[config.mk]
export PLATFORM = sky130hd
export DESIGN_NAME = slot_run_packet_capacity_top
export DESIGN_NICKNAME = d
export VERILOG_FILES = /design/src/sv/srpc_pkg.sv /design/src/sv/slot_run_packet_capacity_top.sv /design/src/sv/srpc_div.sv
export SDC_FILE = /design/constraint.sdc
export NUM_CORES = 1
export LEC_CHECK = 0
export BUFFER_PORTS_ARGS = -buffer_cell sky130_fd_sc_hd__buf_2
export CORE_MARGIN = 3
export CORE_UTILIZATION = 45
export CTS_BUF_LIST = sky130_fd_sc_hd__clkbuf_8
export DETAILED_ROUTE_END_ITERATION = 12
export HOLD_SLACK_MARGIN = 0.12
export PLACE_DENSITY = 0.62
export SLEW_MARGIN = 20
export SYNTH_ARGS = -nofsm -noshare
export SYNTH_HDL_FRONTEND = slang
export SYNTH_SLANG_ARGS = --single-unit
[constraint.sdc]
create_clock -name clk_i -period 10.2 [get_ports clk_i]
set_clock_uncertainty 0.2 [all_clocks]
set_input_delay 1.02 -clock clk_i [delete_from_list [all_inputs] [get_ports clk_i]]
set_output_delay 1.02 -clock clk_i [all_outputs]
set_load 0.01 [all_outputs]
[src/sv/srpc_pkg.sv]
// ----------------------------------------------------------------------------
// srpc_pkg: shared types and constants for the slot run packet capacity block
// Widths, register indexes, reset values and divider handshake structs.
// ----------------------------------------------------------------------------
package srpc_pkg;

  localparam int MAP_SLOTS = 256;
  localparam int TIME_W    = 20;
  localparam int CNT_W     = 16;
  localparam int RUN_W     = $clog2(MAP_SLOTS + 1);
  localparam int SPAN_W    = $clog2(MAP_SLOTS) + TIME_W;
  localparam int STEP_W    = $clog2(SPAN_W);
  localparam int IDX_W     = 2;

  localparam logic [IDX_W-1:0] REG_SLOT_TIME  = 2'd0;
  localparam logic [IDX_W-1:0] REG_GUARD_TIME = 2'd1;
  localparam logic [IDX_W-1:0] REG_FRAME_TIME = 2'd2;
  localparam logic [IDX_W-1:0] REG_TARGET     = 2'd3;

  localparam logic [TIME_W-1:0] SLOT_TIME_RST  = 20'd256000;
  localparam logic [TIME_W-1:0] GUARD_TIME_RST = 20'd12000;
  localparam logic [TIME_W-1:0] FRAME_TIME_RST = 20'd40000;
  localparam logic [CNT_W-1:0]  TARGET_RST     = 16'd0;

  localparam logic [CNT_W-1:0]  TOTAL_MAX = {CNT_W{1'b1}};

  typedef struct packed {
    logic              start;
    logic [SPAN_W-1:0] dividend;
    logic [TIME_W-1:0] divisor;
  } div_req_t;

  typedef struct packed {
    logic              done;
    logic [SPAN_W-1:0] quotient;
  } div_rsp_t;

endpackage

[src/sv/slot_run_packet_capacity_top.sv]
// ----------------------------------------------------------------------------
// slot_run_packet_capacity_top: packet capacity of a reservation bitmap
// Counts reserved-slot runs, converts each closed run to packets with a
// serial divider and reports the total and shortfall on the last slot.
//
//   channel | dir | handshake               | payload
//   in      | in  | in_valid_i / in_stall_o | slot_reserved_i, last_slot_i
//   out     | out | out_valid_o/out_stall_i | possible_packets_o, missing_packets_o
//   cfg     | in  | cfg_we_i                | cfg_idx_i, cfg_wdata_i
//
// A beat that closes no run leaves the block idle; the block takes the next beat at once.
// A beat that closes a run stalls the input through multiply, guard subtract,
// SPAN_W quotient bits and a done step in the divider, and skips the divider
// if the guard eats the run. A last-slot beat adds a finish step to load the
// result register, and waits there while a previous result is still stalled.
// Reset clears run length, total and all handshake state.
// ----------------------------------------------------------------------------
module slot_run_packet_capacity_top
  import srpc_pkg::*;
(
  input  logic              clk_i,
  input  logic              rst_ni,
  input  logic              in_valid_i,
  output logic              in_stall_o,
  input  logic              slot_reserved_i,
  input  logic              last_slot_i,
  output logic              out_valid_o,
  input  logic              out_stall_i,
  output logic [CNT_W-1:0]  possible_packets_o,
  output logic [CNT_W-1:0]  missing_packets_o,
  input  logic              cfg_we_i,
  input  logic [IDX_W-1:0]  cfg_idx_i,
  input  logic [TIME_W-1:0] cfg_wdata_i
);

  typedef enum logic [2:0] {
    ST_IDLE,
    ST_MUL,
    ST_SUB,
    ST_DIV,
    ST_FINISH
  } state_e;

  state_e            state_q;
  logic [TIME_W-1:0] slot_time_q;
  logic [TIME_W-1:0] guard_time_q;
  logic [TIME_W-1:0] frame_time_q;
  logic [CNT_W-1:0]  target_q;
  logic [RUN_W-1:0]  run_q;
  logic [RUN_W-1:0]  run_d;
  logic [CNT_W-1:0]  total_q;
  logic [SPAN_W-1:0] span_q;
  logic              last_q;
  logic              out_valid_q;
  logic [CNT_W-1:0]  possible_q;
  logic [CNT_W-1:0]  missing_q;
  logic              in_accept;
  logic              out_free;
  logic              result_load;
  logic [SPAN_W-1:0] product;
  logic [CNT_W:0]    sum;
  logic [CNT_W-1:0]  total_add;
  div_req_t          div_req;
  div_rsp_t          div_rsp;

  assign in_accept   = in_valid_i && (state_q == ST_IDLE);
  assign out_free    = !out_valid_q || !out_stall_i;
  assign result_load = (state_q == ST_FINISH) && out_free;
  // run <= MAP_SLOTS keeps the product inside SPAN_W bits
  assign product     = {{(SPAN_W-RUN_W){1'b0}}, run_q} *
                       {{(SPAN_W-TIME_W){1'b0}}, slot_time_q};

  always_comb begin
    run_d = run_q;
    if (slot_reserved_i && (run_q < RUN_W'(MAP_SLOTS))) begin
      run_d = run_q + RUN_W'(1);
    end
  end

  always_comb begin
    sum = {1'b0, total_q} + {1'b0, div_rsp.quotient[CNT_W-1:0]};
    if ((|div_rsp.quotient[SPAN_W-1:CNT_W]) || sum[CNT_W]) begin
      total_add = TOTAL_MAX;
    end else begin
      total_add = sum[CNT_W-1:0];
    end
  end

  always_comb begin
    div_req.start    = (state_q == ST_SUB) && (span_q > SPAN_W'(guard_time_q));
    div_req.dividend = span_q - SPAN_W'(guard_time_q);
    div_req.divisor  = frame_time_q;
  end

  srpc_div u_div (
    .clk_i  (clk_i),
    .rst_ni (rst_ni),
    .req_i  (div_req),
    .rsp_o  (div_rsp)
  );

  always_ff @(posedge clk_i or negedge rst_ni) begin
    if (!rst_ni) begin
      slot_time_q  <= SLOT_TIME_RST;
      guard_time_q <= GUARD_TIME_RST;
      frame_time_q <= FRAME_TIME_RST;
      target_q     <= TARGET_RST;
    end else if (cfg_we_i) begin
      case (cfg_idx_i)
        REG_SLOT_TIME:  slot_time_q  <= cfg_wdata_i;
        REG_GUARD_TIME: guard_time_q <= cfg_wdata_i;
        REG_FRAME_TIME: frame_time_q <= cfg_wdata_i;
        REG_TARGET:     target_q     <= cfg_wdata_i[CNT_W-1:0];
        default: ;
      endcase
    end
  end

  always_ff @(posedge clk_i or negedge rst_ni) begin
    if (!rst_ni) begin
      state_q     <= ST_IDLE;
      run_q       <= '0;
      total_q     <= '0;
      last_q      <= 1'b0;
      out_valid_q <= 1'b0;
    end else begin
      if (result_load) begin
        out_valid_q <= 1'b1;
      end else if (out_valid_q && !out_stall_i) begin
        out_valid_q <= 1'b0;
      end
      case (state_q)
        ST_IDLE: begin
          if (in_accept) begin
            run_q  <= run_d;
            last_q <= last_slot_i;
            if ((!slot_reserved_i || last_slot_i) && (run_d != '0)) begin
              state_q <= ST_MUL;
            end else if (last_slot_i) begin
              state_q <= ST_FINISH;
            end
          end
        end
        ST_MUL: begin
          run_q   <= '0;
          state_q <= ST_SUB;
        end
        ST_SUB: begin
          if (div_req.start) begin
            state_q <= ST_DIV;
          end else begin
            state_q <= last_q ? ST_FINISH : ST_IDLE;
          end
        end
        ST_DIV: begin
          if (div_rsp.done) begin
            total_q <= total_add;
            state_q <= last_q ? ST_FINISH : ST_IDLE;
          end
        end
        ST_FINISH: begin
          if (out_free) begin
            total_q <= '0;
            run_q   <= '0;
            state_q <= ST_IDLE;
          end
        end
        default: state_q <= ST_IDLE;
      endcase
    end
  end

  always_ff @(posedge clk_i) begin
    if (state_q == ST_MUL) begin
      span_q <= product;
    end
    if (result_load) begin
      possible_q <= total_q;
      missing_q  <= (target_q > total_q) ? (target_q - total_q) : '0;
    end
  end

  assign in_stall_o         = (state_q != ST_IDLE);
  assign out_valid_o        = out_valid_q;
  assign possible_packets_o = possible_q;
  assign missing_packets_o  = missing_q;

endmodule

[src/sv/srpc_div.sv]
// ----------------------------------------------------------------------------
// srpc_div: serial restoring divider
// One quotient bit per cycle; done pulses as the last quotient bit is registered.
// ----------------------------------------------------------------------------
module srpc_div
  import srpc_pkg::*;
(
  input  logic     clk_i,
  input  logic     rst_ni,
  input  div_req_t req_i,
  output div_rsp_t rsp_o
);

  logic [SPAN_W-1:0] num_q, num_d;
  logic [TIME_W-1:0] rem_q, rem_d;
  logic [TIME_W-1:0] dvs_q;
  logic [STEP_W-1:0] step_q;
  logic              busy_q;
  logic              done_q;
  logic [TIME_W:0]   shifted;
  logic [TIME_W-1:0] diff;
  logic              ge;

  assign shifted = {rem_q, num_q[SPAN_W-1]};
  assign ge      = shifted >= {1'b0, dvs_q};
  assign diff    = shifted[TIME_W-1:0] - dvs_q;

  always_comb begin
    num_d = {num_q[SPAN_W-2:0], ge};
    rem_d = ge ? diff : shifted[TIME_W-1:0];
  end

  always_ff @(posedge clk_i or negedge rst_ni) begin
    if (!rst_ni) begin
      busy_q <= 1'b0;
      done_q <= 1'b0;
      step_q <= '0;
    end else begin
      done_q <= 1'b0;
      if (req_i.start) begin
        busy_q <= 1'b1;
        step_q <= '0;
      end else if (busy_q) begin
        step_q <= step_q + STEP_W'(1);
        if (step_q == STEP_W'(SPAN_W - 1)) begin
          busy_q <= 1'b0;
          done_q <= 1'b1;
        end
      end
    end
  end

  always_ff @(posedge clk_i) begin
    if (req_i.start) begin
      num_q <= req_i.dividend;
      rem_q <= '0;
      dvs_q <= req_i.divisor;
    end else if (busy_q) begin
      num_q <= num_d;
      rem_q <= rem_d;
    end
  end

  assign rsp_o.done     = done_q;
  assign rsp_o.quotient = num_q;

endmodule

==> flow_summary.json <==
{
  "seq_area_frac_synth_pct": 35.10,
  "antenna_cells": 0,
  "clock_sinks": 241,
  "slew_viol_final": 0,
  "utilization_pct": 50.38,
  "post-dp-hpwl_mm": 33.35,
  "critPathLaunchType": "register",
  "relSlewSlack_pct": 29.71,
  "dieArea_sq_um": 43580,
  "die_y_microns": 208.8,
  "dpl_cell_area_sq_um": 19260,
  "start_util_pct": 46.04,
  "cts_tree": "built",
  "syn2layout_area_growth_pct": 9.441,
  "overflow": 0,
  "final.setup.tns_ns": 0,
  "antenna_found_initial": 1,
  "fin_crit_ns": 5.780,
  "layout_commonest_cell": "inv_1",
  "row_count": 73,
  "critPathRequiredTime_ns": 10.37,
  "nets": 2186,
  "ys.flop_type": "edfxtp_1",
  "drtIter0Drc": 694,
  "place_ws_ns": 4.439,
  "outcome": "finished clean",
  "cts_max_path_buffers": 3,
  "routedWlPerCell_microns": 17.71,
  "synth_enable_flop_cells": 108,
  "avgSynthCellArea_sq_um": 9.915,
  "clk_pin_slew_ns": 0.05,
  "hold_buffers": 0,
  "numCtsBuffers": 44,
  "ant_nets": 0,
  "htreeDepth": 2,
  "tightest_slew_ns": 1.051,
  "cts-resized-gates": 0,
  "yosysWarnings": 0,
  "power_density_nw_per_um2": 248.8,
  "worst-path-max-fanout": 26,
  "drt-pass1-iter-count": 5,
  "clk_latency_ns": 0.60,
  "fin_crit_sh_pct": 56.67,
  "grt_max_degree": 70,
  "root_buffer": "clkbuf_8",
  "crit_path_end_kind": "register",
  "grt_first_pass_wirelength_mm": 71.44,
  "async_flop_share_pct": 46.89,
  "design_area_sq_um": 20250,
  "vias": 13310,
  "setup_viol_count_final": 0,
  "p_leak_nw": 9.380,
  "synth_area_sq_um": 18500,
  "fmax_mhz": 173.0,
  "finalWeightedCongestion": 0.9009,
  "wl_mm": 43.68,
  "ir_drop_uv": 161.8,
  "route.detailed.drc": 0,
  "cp.arrival_ns": 5.95,
  "mostFrequentLayoutCells": "inv_1, nand2_1, fa_1",
  "hp-class": "register to register",
  "port_buffers": 62,
  "synth_nets": 2146,
  "die_x_microns": 208.8,
  "fill_cells": 3703,
  "cap_viol_max_count": 0,
  "coreArea_sq_um": 40190,
  "viasPerCell": 5.396,
  "synth_seq_cells": 241,
  "path_class": "register to register",
  "synth_cell_types": 72,
  "fin_ws_ns": 4.420,
  "grtUsageTotal_pct": 20.17,
  "layout-drive-gt1-share_pct": 13.70,
  "rsz0062_at_grt": "no",
  "post_cts_buffers": 0,
  "syn_inst": 1866,
  "grt_pass1_vias": 13510,
  "finalHoldViolCount": 0,
  "io_pins": 63
}
[worst paths after layout]
| path | cells after the start | start | slack (ns) | end |
|---|---|---|---|---|
| setup / recovery | 16 | run_q[2]$_DFFE_PN0P_ | 4.42 | span_q[26]$_DFFE_PP_ |
| setup reg to reg | 16 | run_q[2]$_DFFE_PN0P_ | 4.42 | span_q[26]$_DFFE_PP_ |
| hold / removal | 0 | frame_time_q[13]$_DFFE_PN0P_ | 0.24 | u_div.dvs_q[13]$_DFFE_PP_ |
| max in group asynchronous | 2 | rst_ni | 8.25 | run_q[3]$_DFFE_PN0P_ |
| hold reg to reg | 0 | frame_time_q[13]$_DFFE_PN0P_ | 0.24 | u_div.dvs_q[13]$_DFFE_PP_ |
| min in group asynchronous | 1 | rst_ni | 0.28 | slot_time_q[1]$_DFFE_PN0P_ |
[Yosys cell counts (all sizes together) (18+ instances only)]
| library cell | n | share of area, % |
|---|---|---|
| inv | 245 | 5.0 |
| nand2 | 150 | 3.0 |
| fa | 130 | 14 |
| ha | 121 | 8.2 |
| and2 | 120 | 4.1 |
| edfxtp | 108 | 18 |
| a21oi | 96 | 2.7 |
| dfrtp | 95 | 13 |
| o21ai | 85 | 2.3 |
| mux2 | 79 | 4.8 |
| nor2 | 76 | 1.5 |
| clkbuf | 58 | 1.2 |
| xnor2 | 43 | 2.0 |
| nor3 | 38 | 1.0 |
| a31oi | 35 | 1.2 |
| xor2 | 34 | 1.6 |
| nand3 | 31 | 0.84 |
| a21o | 26 | 1.1 |
| buf | 21 | 0.55 |
| o21a | 21 | 0.85 |
| dfxtp | 20 | 2.2 |
| dfstp | 18 | 2.6 |
[through the flow]
step / power (mW) / std cells / hold slack, ns
detailed placement: 4.037 / 2385 / 0.2305
global route: 5.480 / 2467 / 0.2578
CTS: 5.081 / 2467 / 0.2435
global placement: 3.980 / 2385 / 0.2254
finish: 5.038 / 2467 / 0.2419
floorplan: 3.447 / 1866 / 0.2194
[registers in the layout, summed over array words and instances (netlist names)]
signal	count
run_q	9
possible_packets_o	16
frame_time_q	20
total_q	16
u_div.step_q	5
u_div.num_q	28
guard_time_q	20
span_q	28
u_div.busy_q	1
target_q	16
state_q	3
u_div.dvs_q	20
u_div.done_q	1
slot_time_q	20
u_div.rem_q	20
last_q	1
out_valid_o	1
missing_packets_o	16
[routing by layer]
metal  vias to the layer above  GRT usage (%)  share of wire, %
li1                       6458              -                 -
met1                      6496          27.96                46
met2                       287          33.22                47
met3                        71          3.213               4.8
met4                         0          5.289               2.2
met5                         -              0                 0
[logic make-up after synthesis]
logic type	Yosys count	share of synthesized area (%)
flops	241	35.10
compound gates	354	12.15
simple gates	525	14.54
mux	94	5.620
xor+xnor	77	3.645
fa+ha+maj	251	22.25
buf+inv	324	6.702
[worst max-delay path: stages, from the launching register on]
cell and delay (ns):
dfrtp_1 0.89, nand2_1 0.19, fa_1 0.58, inv_1 0.05, fa_1 0.51, inv_1 0.05, fa_1 0.47, fa_1 0.54
inv_1 0.04, ha_1 0.34, o21a_1 0.20, o31a_1 0.12, o211ai_1 0.29, a21oi_1 0.18, o2111ai_1 0.37, a31oi_1 0.19
o311ai_0 0.36
[power by group]
part,internal [mW],switching [mW]
Clock,0.590,0.425
Combinational,0.986,1.40
Sequential,1.40,0.243
[cell type report]
type | instances | area (sq um) | share of cell area, %
repair buffers | 73 | 395.4 | 1.953
multi-input cells | 1301 | 10800 | 53.32
flip-flops and latches | 241 | 6494 | 32.07
well taps | 525 | 656.9 | 3.244
inverters | 245 | 919.6 | 4.542
clock buffers | 55 | 757.0 | 3.738
clock inverters | 27 | 230.2 | 1.137
Power figures use the tool's default switching activity.
